### src/rtl/saxman_lzss_decompressor_unit_defines.svh
// assertion macros shared by the decompressor
`ifndef SAXMAN_LZSS_DECOMPRESSOR_UNIT_DEFINES_SVH
`define SAXMAN_LZSS_DECOMPRESSOR_UNIT_DEFINES_SVH

// cond must hold at every clock edge outside reset
`define SAXLZ_ASSERT_ALWAYS(label, cond, msg) \
    label: assert property (@(posedge i_clk) disable iff (!i_rst_n) (cond)) \
        else $error(msg);

// ante implies cons in the same cycle, outside reset
`define SAXLZ_ASSERT_IMPLIES(label, ante, cons, msg) \
    label: assert property (@(posedge i_clk) disable iff (!i_rst_n) (ante) |-> (cons)) \
        else $error(msg);

`endif

### src/rtl/saxlz_pkg.sv
package saxlz_pkg;

    localparam int unsigned WIN_AW = 12;
    localparam int unsigned CNT_W  = 16;
    localparam logic [WIN_AW-1:0] ADDR_BIAS = 12'h012;
    // length of a match minus one is the low nibble plus this
    localparam logic [4:0] LEN_M1_BIAS = 5'd2;
    localparam logic [3:0] FLAGS_PER_DESC = 4'd8;
    localparam logic [WIN_AW:0] WIN_FULL = 13'h1000;
    localparam logic [CNT_W-1:0] CNT_MAX = 16'hFFFF;

    typedef enum logic [1:0] {
        PH_START    = 2'd0,
        PH_LITERAL  = 2'd1,
        PH_MATCH_LO = 2'd2,
        PH_MATCH_HI = 2'd3
    } t_phase;

    typedef enum logic [1:0] {
        BK_IDLE  = 2'd0,
        BK_READ  = 2'd1,
        BK_WRITE = 2'd2
    } t_bstate;

    typedef struct packed {
        logic       is_lit;
        logic [7:0] b0;
        logic [7:0] b1;
    } t_cmd;

    typedef struct packed {
        logic empty;
        logic full;
    } t_q_stat;

endpackage

### src/rtl/saxlz_fifo.sv
module saxlz_fifo
    import saxlz_pkg::*;
#(
    parameter int unsigned DEPTH = 2
) (
    input  logic    i_clk,
    input  logic    i_rst_n,
    input  logic    i_push,
    input  t_cmd    i_cmd,
    input  logic    i_pop,
    output t_cmd    o_cmd,
    output t_q_stat o_stat
);

    localparam int unsigned PW = (DEPTH > 1) ? $clog2(DEPTH) : 1;
    localparam int unsigned CW = $clog2(DEPTH + 1);

    t_cmd          r_mem [DEPTH];
    logic [PW-1:0] r_wr, n_wr;
    logic [PW-1:0] r_rd, n_rd;
    logic [CW-1:0] r_cnt, n_cnt;

    assign o_stat.empty = (r_cnt == '0);
    assign o_stat.full  = (r_cnt == CW'(DEPTH));
    assign o_cmd        = r_mem[r_rd];

    always_comb begin
        n_wr  = r_wr;
        n_rd  = r_rd;
        n_cnt = r_cnt;
        if (i_push) begin
            n_wr = (r_wr == PW'(DEPTH - 1)) ? '0 : r_wr + 1'b1;
        end
        if (i_pop) begin
            n_rd = (r_rd == PW'(DEPTH - 1)) ? '0 : r_rd + 1'b1;
        end
        if (i_push && !i_pop) begin
            n_cnt = r_cnt + 1'b1;
        end else if (i_pop && !i_push) begin
            n_cnt = r_cnt - 1'b1;
        end
    end

    always_ff @(posedge i_clk) begin
        if (!i_rst_n) begin
            r_wr  <= '0;
            r_rd  <= '0;
            r_cnt <= '0;
        end else begin
            r_wr  <= n_wr;
            r_rd  <= n_rd;
            r_cnt <= n_cnt;
        end
    end

    always_ff @(posedge i_clk) begin
        if (i_push) begin
            r_mem[r_wr] <= i_cmd;
        end
    end

endmodule

### config.mk
export PLATFORM = sky130hd
export DESIGN_NAME = saxlz_fifo
export DESIGN_NICKNAME = d
export VERILOG_FILES = /design/src/rtl/saxman_lzss_decompressor_unit_defines.svh /design/src/rtl/saxlz_pkg.sv /design/src/rtl/saxlz_fifo.sv
export SDC_FILE = /design/constraint.sdc
export NUM_CORES = 1
export LEC_CHECK = 0
export BUFFER_PORTS_ARGS = -buffer_cell sky130_fd_sc_hd__buf_2
export CAP_MARGIN = 20
export CORE_AREA = 2 2 60 62
export DETAILED_ROUTE_END_ITERATION = 8
export DIE_AREA = 0 0 62 64
export GPL_ROUTABILITY_DRIVEN = 0
export GPL_TIMING_DRIVEN = 0
export PLACE_DENSITY = 0.69
export RECOVER_POWER = 25
export SYNTH_ARGS = -nofsm -noshare
export SYNTH_HDL_FRONTEND = slang
export SYNTH_SLANG_ARGS = --single-unit
### constraint.sdc
create_clock -name i_clk -period 2.9 [get_ports i_clk]
set_clock_uncertainty 0.1 [all_clocks]
set_input_delay 0.435 -clock i_clk [delete_from_list [all_inputs] [get_ports i_clk]]
set_output_delay 0.435 -clock i_clk [all_outputs]
set_load 0.1 [all_outputs]
==> impl_metrics.env <==
export IMPL_dpl_worst_slack_ns=0.9864
export IMPL_p_sw_uw=450.1
export IMPL_grt_setup_unrepaired="no"
export IMPL_netSwitchingFraction_pct=31.43
export IMPL_dp_final_hpwl_um=1482
export IMPL_fmax_ghz=0.4429
export IMPL_crit_path_end="o_cmd[9]"
export IMPL_wl_met2_um=1122
export IMPL_end_kind="output pin"
export IMPL_min_period_ns=2.258
export IMPL_drt_iter0_markers=22
export IMPL_tightest_slew_ns=0.9035
export IMPL_totalWireLength_um=2126
export IMPL_final_nets=143
export IMPL_layout_common_cells="buf_2, edfxtp_1, mux2_2"
export IMPL_synth_edf_count=34
export IMPL_grt_pass1_vias=795
export IMPL_ios=40
export IMPL_syn_num_nets=97
export IMPL_critPathArrivalTime_ns=1.72
export IMPL_status="completed"
export IMPL_fin_util_pct=54.86
export IMPL_grt_usage_pct=12.19
export IMPL_p_per_area_mw_per_mm2=795.0
export IMPL_worst_path_max_fanout=10
export IMPL_drive_gt1_share_pct=54.10
export IMPL_core_mm2=0.003284
export IMPL_synth_top_flop_cell="edfxtp_1"
export IMPL_post_cts_buffers=0
export IMPL_via_count=774
export IMPL_avgSynthCellArea_um2=19.25
export IMPL_pwr_share_clk_pct=30.7
export IMPL_syn_inst=75
export IMPL_async_flop_share_pct=0
export IMPL_pwr_share_comb_pct=23.6
export IMPL_die_x_um=62
export IMPL_numClockSinks=39
export IMPL_slew_headroom_pct=39.50
export IMPL_seqPwrFrac_pct=45.8
export IMPL_grt_pass1_wl_um=3353
export IMPL_met3_length_um=185
export IMPL_wire_per_inst_um=12.65
export IMPL_start_util_pct=43.96
export IMPL_internal_power_uw=982.2
export IMPL_vias_per_cell=4.607
export IMPL_ys_types=17
export IMPL_ctsResizeCount=0
export IMPL_dpl_instance_area_mm2=0.001699
export IMPL_cts_tree="done"
export IMPL_placedCellCount=160
export IMPL_grt_overflow=0
export IMPL_cellLeakagePower_nw=0.6925
export IMPL_cts_buffers=5
export IMPL_drc_errors=0
export IMPL_firstDrtPassIters=4
export IMPL_worst_r2r_cell_count=1
export IMPL_p_total_mw=1.432
export IMPL_synth_seq_area_share_pct=77.64
export IMPL_ys_seq_elements=39
export IMPL_cts_root_buf="clkbuf_4"
export IMPL_rows=21
export IMPL_setup_slack_ns=0.6420
export IMPL_grt_max_degree=19
export IMPL_n_fill_cell=275
export IMPL_hold_path_class="in -> reg"
export IMPL_rrSetupSlack_ns=1.38
export IMPL_finalNonFillerCells=168
export IMPL_hold_ws_ns=0.1745
export IMPL_setup_viol=0
export IMPL_area_growth_pct=24.78
export IMPL_mostFrequentLayoutCell="buf_2"
export IMPL_ys_warnings_count=0
export IMPL_antenna_found_initial=0
export IMPL_reg2reg_from="r_wr$_SDFFE_PN0P_"
export IMPL_clockBufferDepth=2
export IMPL_top_layer="met4"
export IMPL_fin_area_mm2=0.001802
export IMPL_dieArea_mm2=0.003968
export IMPL_cap_violations=0
export IMPL_vdd_drop_max_mv=0.4983
export IMPL_drv_slew=0
export IMPL_wl_met1_um=762
export IMPL_cts_hold_buf=0
export IMPL_clk_pin_slew_ns=0.12
export IMPL_finalCritPeriodShare_pct=77.86
export IMPL_r2r_end="r_mem[0][7]$_DFFE_PP_"
export IMPL_synth_cell_area_mm2=0.001444
export IMPL_insertedDiodeCount=0
export IMPL_die_h_um=64
export IMPL_tns_ns=0
export IMPL_crit_type="reg -> out"
export IMPL_htreeDepth=2
export IMPL_clock_latency_ns=0.33
export IMPL_hold_viol_final=0
export IMPL_critPathLaunchType="flip-flop"
export IMPL_cp_required_ns=2.37
export IMPL_io_buffers=39
export IMPL_ant_nets=0
==> cell families after synthesis <==
logic type / share of synthesized area (%)
fa+ha+maj: 0.8664
flops: 77.64
simple gates: 3.899
buf+inv: 1.126
compound gates: 1.387
mux: 13.26
xor+xnor: 1.820
==> worst min-delay path by stage <==
stage	slack, ns	cells after the start	startpoint	endpoint
floorplan	0.37	2	r_cnt[1]$_SDFFE_PN0P_	r_cnt[1]$_SDFFE_PN0P_
global placement	0.38	2	r_cnt[1]$_SDFFE_PN0P_	r_cnt[1]$_SDFFE_PN0P_
detailed placement	0.41	2	r_cnt[1]$_SDFFE_PN0P_	r_cnt[1]$_SDFFE_PN0P_
CTS	0.15	1	i_cmd[11]	r_mem[0][11]$_DFFE_PP_
global route	0.15	1	i_cmd[4]	r_mem[1][4]$_DFFE_PP_
finish	0.17	1	i_cmd[4]	r_mem[1][4]$_DFFE_PP_
==> cells in the mapped netlist (2+ instances only) <==
master    instances  area share, %
edfxtp_1         34             71
mux2_2           17             13
dfxtp_1           5            6.9
and2_1            4            1.7
nor2b_1           2           0.87
xor2_1            2            1.2
==> final cells by class <==
class / instances / area [um2] / area share, %
Timing Repair Buffer: 39 / 192.7 / 10.69
Clock buffer: 5 / 37.54 / 2.083
Buffer: 2 / 12.51 / 0.6944
Clock inverter: 3 / 67.56 / 3.750
Inverter: 1 / 3.754 / 0.2083
Multi-Input combinational cell: 33 / 309.0 / 17.15
Sequential cell: 39 / 1121 / 62.22
Tap cell: 46 / 57.56 / 3.194
==> state kept, by name (all words and copies together) (netlist names), named ones only <==
signal and cells:
r_cnt 2, r_mem 34, r_rd 1, r_wr 1
==> power groups by stage <==
stage          clock network [mW]  registers [mW]  logic [mW]
2_1_floorplan                   0           0.666       0.288
3_3_place_gp                    0           0.667       0.337
3_5_place_dp                    0           0.669       0.341
4_1_cts                     0.454           0.656       0.342
5_1_grt                     0.471           0.660       0.352
6_report                    0.439           0.656       0.337
==> metal layers <==
layer  GRT usage, %  vias to the layer above
li1               -                      370
met1          10.89                      369
met2          21.22                       29
met3          6.073                        6
met4          6.383                        0
met5              0                        -
==> critical path: stages (launching register included) <==
cell and delay, ns:
dfxtp_1 0.32, buf_2 0.20, buf_4 0.23, mux2_2 0.35, buf_2 0.29
Power figures use the tool's default switching activity.
