`config.mk`:
```
export PLATFORM = sky130hd
export DESIGN_NAME = saxlz_front
export DESIGN_NICKNAME = d
export VERILOG_FILES = /design/src/rtl/saxman_lzss_decompressor_unit_defines.svh /design/src/rtl/saxlz_pkg.sv /design/src/rtl/saxlz_front.sv
export SDC_FILE = /design/constraint.sdc
export NUM_CORES = 1
export LEC_CHECK = 0
export BUFFER_PORTS_ARGS = -buffer_cell sky130_fd_sc_hd__buf_2
export CAP_MARGIN = 40
export CORE_MARGIN = 3
export CORE_UTILIZATION = 60
export DETAILED_ROUTE_END_ITERATION = 8
export GPL_ROUTABILITY_DRIVEN = 0
export PLACE_DENSITY = 0.89
export RECOVER_POWER = 50
export SYNTH_ARGS = -nofsm -noshare
export SYNTH_HDL_FRONTEND = slang
export SYNTH_SLANG_ARGS = --single-unit
export TNS_END_PERCENT = 1
```
`constraint.sdc`:
```
create_clock -name i_clk -period 6.5 [get_ports i_clk]
set_clock_uncertainty 0.2 [all_clocks]
set_input_delay 0.325 -clock i_clk [delete_from_list [all_inputs] [get_ports i_clk]]
set_output_delay 0.325 -clock i_clk [all_outputs]
set_load 0.03 [all_outputs]
```
`src/rtl/saxman_lzss_decompressor_unit_defines.svh`:
```
// assertion macros shared by the decompressor
`ifndef SAXMAN_LZSS_DECOMPRESSOR_UNIT_DEFINES_SVH
`define SAXMAN_LZSS_DECOMPRESSOR_UNIT_DEFINES_SVH

// cond must hold at every clock edge outside reset
`define SAXLZ_ASSERT_ALWAYS(label, cond, msg) \
    label: assert property (@(posedge i_clk) disable iff (!i_rst_n) (cond)) \
        else $error(msg);

// ante implies cons in the same cycle, outside reset
`define SAXLZ_ASSERT_IMPLIES(label, ante, cons, msg) \
    label: assert property (@(posedge i_clk) disable iff (!i_rst_n) (ante) |-> (cons)) \
        else $error(msg);

`endif

```
`src/rtl/saxlz_pkg.sv`:
```
package saxlz_pkg;

    localparam int unsigned WIN_AW = 12;
    localparam int unsigned CNT_W  = 16;
    localparam logic [WIN_AW-1:0] ADDR_BIAS = 12'h012;
    // length of a match minus one is the low nibble plus this
    localparam logic [4:0] LEN_M1_BIAS = 5'd2;
    localparam logic [3:0] FLAGS_PER_DESC = 4'd8;
    localparam logic [WIN_AW:0] WIN_FULL = 13'h1000;
    localparam logic [CNT_W-1:0] CNT_MAX = 16'hFFFF;

    typedef enum logic [1:0] {
        PH_START    = 2'd0,
        PH_LITERAL  = 2'd1,
        PH_MATCH_LO = 2'd2,
        PH_MATCH_HI = 2'd3
    } t_phase;

    typedef enum logic [1:0] {
        BK_IDLE  = 2'd0,
        BK_READ  = 2'd1,
        BK_WRITE = 2'd2
    } t_bstate;

    typedef struct packed {
        logic       is_lit;
        logic [7:0] b0;
        logic [7:0] b1;
    } t_cmd;

    typedef struct packed {
        logic empty;
        logic full;
    } t_q_stat;

endpackage

```
`src/rtl/saxlz_front.sv`:
```
module saxlz_front
    import saxlz_pkg::*;
(
    input  logic             i_clk,
    input  logic             i_rst_n,
    input  logic             i_accept,
    input  logic [7:0]       i_in_byte,
    input  logic [CNT_W-1:0] i_stream_length,
    output logic             o_push,
    output t_cmd             o_cmd
);

    t_phase           r_phase, n_phase;
    logic [7:0]       r_flag_byte, n_flag_byte;
    logic [3:0]       r_flags_left, n_flags_left;
    logic [7:0]       r_held, n_held;
    logic [CNT_W-1:0] r_consumed, n_consumed;

    logic live;
    logic new_desc;

    // a token only starts while the stream has bytes left
    assign live     = (r_phase != PH_START) || (r_consumed < i_stream_length);
    assign new_desc = (r_phase == PH_START) && (r_flags_left == '0);

    // next phase
    always_comb begin
        n_phase = r_phase;
        if (i_accept && live) begin
            unique case (r_phase)
                PH_START: begin
                    if (new_desc) begin
                        n_phase = i_in_byte[0] ? PH_LITERAL : PH_MATCH_LO;
                    end else if (r_flag_byte[0]) begin
                        n_phase = PH_START;
                    end else begin
                        n_phase = PH_MATCH_HI;
                    end
                end
                PH_LITERAL:  n_phase = PH_START;
                PH_MATCH_LO: n_phase = PH_MATCH_HI;
                PH_MATCH_HI: n_phase = PH_START;
                default:     n_phase = PH_START;
            endcase
        end
    end

    // outputs and parse registers
    always_comb begin
        logic finish;
        finish       = 1'b0;
        o_push       = 1'b0;
        o_cmd.is_lit = 1'b1;
        o_cmd.b0     = i_in_byte;
        o_cmd.b1     = i_in_byte;
        n_flag_byte  = r_flag_byte;
        n_flags_left = r_flags_left;
        n_held       = r_held;
        n_consumed   = r_consumed;
        if (i_accept && live) begin
            if (r_consumed != CNT_MAX) begin
                n_consumed = r_consumed + 1'b1;
            end
            unique case (r_phase)
                PH_START: begin
                    if (new_desc) begin
                        n_flag_byte  = i_in_byte;
                        n_flags_left = FLAGS_PER_DESC;
                    end else if (r_flag_byte[0]) begin
                        o_push = 1'b1;
                        finish = 1'b1;
                    end else begin
                        n_held = i_in_byte;
                    end
                end
                PH_LITERAL: begin
                    o_push = 1'b1;
                    finish = 1'b1;
                end
                PH_MATCH_LO: n_held = i_in_byte;
                PH_MATCH_HI: begin
                    o_push       = 1'b1;
                    o_cmd.is_lit = 1'b0;
                    o_cmd.b0     = r_held;
                    finish       = 1'b1;
                end
                default: ;
            endcase
            if (finish) begin
                n_flag_byte = r_flag_byte >> 1;
                if (r_flags_left != '0) begin
                    n_flags_left = r_flags_left - 1'b1;
                end
            end
        end
    end

    always_ff @(posedge i_clk) begin
        if (!i_rst_n) begin
            r_phase      <= PH_START;
            r_flag_byte  <= '0;
            r_flags_left <= '0;
            r_consumed   <= '0;
        end else begin
            r_phase      <= n_phase;
            r_flag_byte  <= n_flag_byte;
            r_flags_left <= n_flags_left;
            r_consumed   <= n_consumed;
        end
    end

    always_ff @(posedge i_clk) begin
        r_held <= n_held;
    end

endmodule

```
==> results of run 1 <==
## worst max-delay path by stage
stage | end | startpoint | slack, ns
floorplan | o_push | i_stream_length[15] | 3.80
global placement | o_push | i_stream_length[15] | 3.50
detailed placement | o_push | i_stream_length[15] | 3.48
CTS | o_push | r_consumed[13] | 3.20
global route | r_flags_left[1] | r_flags_left[0] | 2.15
finish | r_flags_left[1] | r_flags_left[0] | 2.53
## synthesized netlist by cell type (3+ instances only)
master	count	area, um^2
a211oi_1	7	52.6
a21oi_1	13	65.1
a21oi_2	5	43.8
and3_1	3	18.8
buf_4	11	82.6
clkbuf_1	3	11.3
dfxtp_1	30	601
edfxtp_1	8	240
ha_1	18	225
inv_1	25	93.8
mux2_2	8	90.1
mux2i_1	14	140
nand2_1	16	60.1
nand2b_1	4	25.0
nand3_1	9	45.0
nand4_1	7	43.8
nor2_1	13	48.8
nor3_1	5	25.0
nor4_1	4	25.0
o21a_1	4	30.0
o21ai_0	6	30.0
o21ai_2	5	43.8
o31ai_1	6	45.0
or3_1	5	31.3
or4_1	7	52.6
## where the power goes
part | switching (W) | internal (W) | leakage (nW)
Combinational | 0.000204 | 0.000137 | 0.685
Clock | 0.0000763 | 0.0000761 | 0.0395
Sequential | 0.0000413 | 0.000310 | 0.319
Total | 0.000322 | 0.000522 | 1.04
## cell type report
class,count,area (um^2)
clock buffers,8,80.1
flip-flops and latches,38,841
repair buffers,47,209
inverters,25,93.8
multi-input cells,183,1350
fillers,308,1160
well taps,48,60.1
## layer usage
layer | part of all wire [%] | global-route usage [%] | vias up
met2 | 48 | 34.3 | 53
met3 | 4.4 | 4.64 | 9
met1 | 46 | 28.1 | 951
met4 | 1.7 | 8.30 | 0
met5 | 0 | 0 | -
li1 | - | - | 1046
## per-stage QoR
stage          cells  power, W  hold slack [ns]
4_1_cts          349  0.000851           0.0510
2_1_floorplan    264  0.000638            0.224
5_1_grt          349  0.000903            0.131
3_5_place_dp     341  0.000695            0.278
6_report         349  0.000844            0.121
3_3_place_gp     339  0.000679            0.270
## critical path, cell delays in order, from the launching register on
cell and delay, ns:
dfxtp_1 0.34, inv_1 0.08, ha_1 0.17, nor3b_1 0.72
o22a_1 0.31, o211ai_1 0.12, o21ai_0 1.42, a21boi_0 0.36
o32ai_1 0.11
## registers in the layout (all words and copies together), names as in the netlist
| name | cells |
|---|---|
| r_flags_left | 4 |
| r_held | 8 |
| r_consumed | 16 |
| r_phase | 2 |
| r_flag_byte | 8 |
## cell families (layout without fill, tap and decap cells)
group,count (synthesis),after routing,synth area share (%)
flops,38,38,34.5
fa+ha+maj,18,18,9.25
xor+xnor,1,1,0.360
mux,22,22,9.46
buf+inv,43,80,9.56
simple gates,81,81,17.9
compound gates,61,61,18.9
==> run_results.csv, run 1 <==
group,metric,value,unit
setup_path,worst_setup_path_end_kind,"register",
global_routing,grt_pass1_wl,8.47,mm
setup_path,cp-start-kind,"register",
power,leakagePower,1.04,nW
yosys,synth-seq-cells,38,
clock_network,cts_resized,0,
drt,wl_per_cell,14.6,um
clock_network,clockRootBuffer,"clkbuf_8",
timing,fin_ws,2.53,ns
floorplan,initial_core_util,64.1,%
yosys,yosys_most_used_dff,"dfxtp_1",
cells_and_area,drive_gt1_share,16.9,%
yosys,synth_edf_count,8,
timing,hold_viol_final,0,
cells_and_area,stdcell_area,0.00264,mm^2
cells_and_area,post-route-util,69.4,%
yosys,ys_warn_count,0,
timing,slew_headroom,-25.5,%
clock_network,htree_num_levels,2,
clock_network,clockBufferDepth,2,
timing,slew_viol_final,18,
clock_network,numCtsBuffers,5,
drt,ant_nets,0,
global_routing,grt_max_degree,36,
timing,fmax,0.252,GHz
clock_network,tritoncts,"done",
power,peakVddDrop,0.000255,V
cells_and_area,layout.nets,345,
global_routing,grt_util_all_layers,21.4,%
floorplan,ios,45,
timing,rsz0062_at_grt,"false",
yosys,syn_area_per_cell,9.22,um^2
worst_hold_path,holdPathEnd,"r_held[4]",
setup_path,worstPathArrival,3.91,ns
setup_path,rr_startpoint,"r_flags_left[0]",
setup_path,crit_type,"register to register",
power,p_per_area,320,mW/mm^2
timing,final.setup.tns,0,ns
drt,drc,0,
global_routing,grt_pass1_vias,1889,
worst_hold_path,hold_start,"i_in_byte[4]",
clock_network,clk_pin_slew,0.06,ns
timing,finalSetupViolCount,0,
timing,finalCriticalPeriod,3.97,ns
place,place_hpwl,3.76,mm
drt,dr.first_iter.drc_count,242,
floorplan,die_area,0.00486,mm^2
setup_path,ff2ff_setup_slack,2.53,ns
setup_path,rr_worst_depth,8,
yosys,synth.distinct_cells,49,
place,portBuffers,44,
clock_network,cts_sinks,38,
drt,drt_first_pass_iters,4,
floorplan,die_y,69.7,um
cells_and_area,mostFrequentLayoutCell,"dfxtp_1",
drt,vias_per_cell,5.90,
cells_and_area,syn_to_final_growth,8.27,%
cells_and_area,diodes,0,
setup_path,critPathRequiredTime,6.44,ns
worst_hold_path,min_path_type,"input port to register",
yosys,netlist_area,0.00243,mm^2
yosys,async_flop_share,0,%
run_status,status,"finished, violations left",
drt,vias,2059,
drt,wirelength,5.08,mm
setup_path,r2r_end,"r_flags_left[1]",
worst_hold_path,holdPathStages,1,
run_status,failed_checks,"capacitance limit, slew limit",
yosys,synthCells,264,
timing,timing.final.crit_share,61.0,%
cells_and_area,layout.cells.most_common_list,"dfxtp_1, clkbuf_1, inv_1",
yosys,syn-num-nets,309,
clock_network,insertion_delay,0.29,ns
global_routing,antenna_found_initial,0,
global_routing,grt-ovfl-total,0,
setup_path,crit_fanout,17,
place,pre_cts_ws,3.48,ns
floorplan,core-area,0.00380,mm^2
run,maxCapViolCount,1,
yosys,synth.yosys.seq_area_share,34.5,%
clock_network,post-cts-setup-buffer-count,0,
clock_network,hold_buffers,0,
floorplan,num_rows,22,
floorplan,fp.dieW,69.7,um
timing,worst_pin_slew,1.86,ns
place,dpl_cell_area,0.00260,mm^2
Power figures use the tool's default switching activity.
==> run 2, diff against run 1 <==
Settings changed: CORE_UTILIZATION 60 to 56, PLACE_DENSITY 0.89 to 0.84.
Clock period 6.5 ns to 4.2 ns, I/O delays scaled along.
==> run 2 against run 1 <==
  * The run now ends clean
  * Combinational power grew 56%
  * Flip-flop and latch count is the same
  * Clock power grew 59%
  * Clock-buffer cell count shrank 2
  * Via count grew 1.8%
  * Cell count grew 3.2%
  * Global-route usage grew 0.90 points
  * Sequential power grew 54%
  * Design area grew 3.4%
  * Setup slack lost 1.6 ns
  * Worst hold slack lost 0.057 ns
  * Wire length grew 5.5%
  * Critical path type is now register to output pin
  * Critical endpoint is now o_push
==> run_results.csv, run 2 (same netlist as run 1, synthesis figures left out) <==
group,metric,value,unit
place,place_hpwl,3.82,mm
place,portBuffers,44,
power,pwr-share-comb,40.4,%
cells_and_area,mostFrequentLayoutCell,"dfxtp_1",
timing,final.setup.tns,0,ns
cells_and_area,largest_register_ffs,16,
drt,drt_first_pass_iters,4,
setup_path,cpPeakStageDelay,0.55,ns
setup_path,cp-start-kind,"register",
power,clock_power_share,18.4,%
timing,slew_headroom,45.4,%
drt,wirelength,5.36,mm
power,intPower,0.000812,W
drt,ant_nets,0,
clock_network,insertion_delay,0.30,ns
cells_and_area,largest-register,"r_consumed",
drt,vias_per_cell,5.83,
power,p_per_area,483,mW/mm^2
global_routing,grt_max_degree,36,
global_routing,antenna_found_initial,0,
setup_path,crit_fanout,35,
setup_path,worstPathArrival,2.86,ns
power,p_sw_share,38.4,%
setup_path,crit_type,"register to output pin",
power,power.switching,0.000505,W
cells_and_area,drive_gt1_share,17.5,%
floorplan,die_y,71.9,um
clock_network,htree_num_levels,2,
clock_network,cts_sinks,38,
floorplan,ios,45,
setup_path,crit_chain,"ha_1 > nand4_1 > or4_1 > o32ai_1 > o21a_4 > nor2_2 > buf_2",
drt,wl_per_cell,14.9,um
timing,finalSetupViolCount,0,
clock_network,clockRootBuffer,"clkbuf_8",
global_routing,grt_pass1_wl,9.00,mm
timing,worst_pin_slew,0.818,ns
power,peakVddDrop,0.000387,V
timing,slew_viol_final,0,
timing,timing.final.crit_share,77.8,%
cells_and_area,layout.cells.most_common_list,"dfxtp_1, clkbuf_1, inv_1",
clock_network,tritoncts,"done",
global_routing,grt_pass1_vias,1956,
drt,dr.first_iter.drc_count,111,
clock_network,clk_pin_slew,0.07,ns
timing,rsz0062_at_grt,"false",
floorplan,die_area,0.00518,mm^2
power,design_power_total,0.00132,W
cells_and_area,stdcell_area,0.00273,mm^2
power,power.share.sequential,41.2,%
floorplan,num_rows,23,
setup_path,worst-path-buf-inv,1,
timing,hold_viol_final,0,
clock_network,numCtsBuffers,5,
drt,drc,0,
timing,fmax,0.306,GHz
place,dpl_cell_area,0.00260,mm^2
setup_path,worst_setup_path_end_kind,"output pin",
global_routing,grt_util_all_layers,22.3,%
timing,finalCriticalPeriod,3.27,ns
global_routing,grt-ovfl-total,0,
power,leakagePower,1.09,nW
clock_network,cts_resized,0,
run_status,status,"completed",
setup_path,critPathRequiredTime,3.79,ns
floorplan,core-area,0.00409,mm^2
worst_hold_path,min_path_type,"input port to register",
cells_and_area,top_regs,"r_consumed (16), r_flag_byte (8), r_held (8)",
floorplan,initial_core_util,59.6,%
setup_path,slowest_stage,"or4_1",
setup_path,critPathTopFamily,"compound AO/OA/AOI/OAI gates",
drt,vias,2097,
clock_network,clockBufferDepth,2,
cells_and_area,syn_to_final_growth,11.9,%
floorplan,fp.dieW,71.9,um
cells_and_area,layout.nets,353,
run,maxCapViolCount,0,
## run 2: worst min-delay path: stages
cell	delay [ns]
buf_2	0.13
o32a_1	0.15
nor2_1	0.04
## run 2: worst paths after layout
path	from	to	slack (ns)	cells past startpoint
hold reg to reg	r_consumed[11]	r_consumed[11]	0.28	2
setup / recovery	r_consumed[13]	o_push	0.93	7
hold / removal	i_accept	r_phase[1]	0.06	3
setup reg to reg	r_consumed[13]	r_held[7]	1.15	6
## run 2: layout make-up
class,instances,area (um^2)
inverters,25,93.8
repair buffers,55,289
multi-input cells,183,1350
fillers,325,1360
diodes,1,2.50
clock buffers,6,72.6
well taps,50,62.6
clock inverters,2,10.0
flip-flops and latches,38,841
## run 2: timing repair
item	4_1_cts	5_1_grt
endpoints found under the hold margin	8	0
buffers inserted	0	0
hold buffers	8	0
## run 2: power groups by stage
stage	clock (W)	combinational, W	sequential, W
after floorplan	0	0.000463	0.000525
after global placement	0	0.000500	0.000549
after detailed placement	0	0.000522	0.000548
after CTS	0.000248	0.000531	0.000541
after global routing	0.000264	0.000586	0.000552
final	0.000242	0.000532	0.000542
## run 2: per-stage QoR
| step | hold slack, ns | setup WS [ns] | util [%] | cells |
|---|---|---|---|---|
| 3_5_place_dp | 0.236 | 1.27 | 63.6 | 343 |
| 4_1_cts | 0.0474 | 1.03 | 67.6 | 359 |
| 3_3_place_gp | 0.239 | 1.36 | 63.3 | 341 |
| 5_1_grt | 0.0745 | 0.804 | 66.6 | 359 |
| 2_1_floorplan | 0.109 | 1.55 | - | 264 |
| 6_report | 0.0631 | 0.932 | 66.7 | 360 |
## run 2: routing by layer
| metal | part of all wire [%] | global-route usage (%) | routed length (um) | up-vias |
|---|---|---|---|---|
| li1 | - | - | - | 1054 |
| met1 | 43 | 27.9 | 2290 | 986 |
| met2 | 50 | 36.8 | 2680 | 48 |
| met3 | 4.9 | 5.12 | 260 | 9 |
| met4 | 2.4 | 9.60 | 128 | 0 |
| met5 | 0 | 0 | 0 | - |
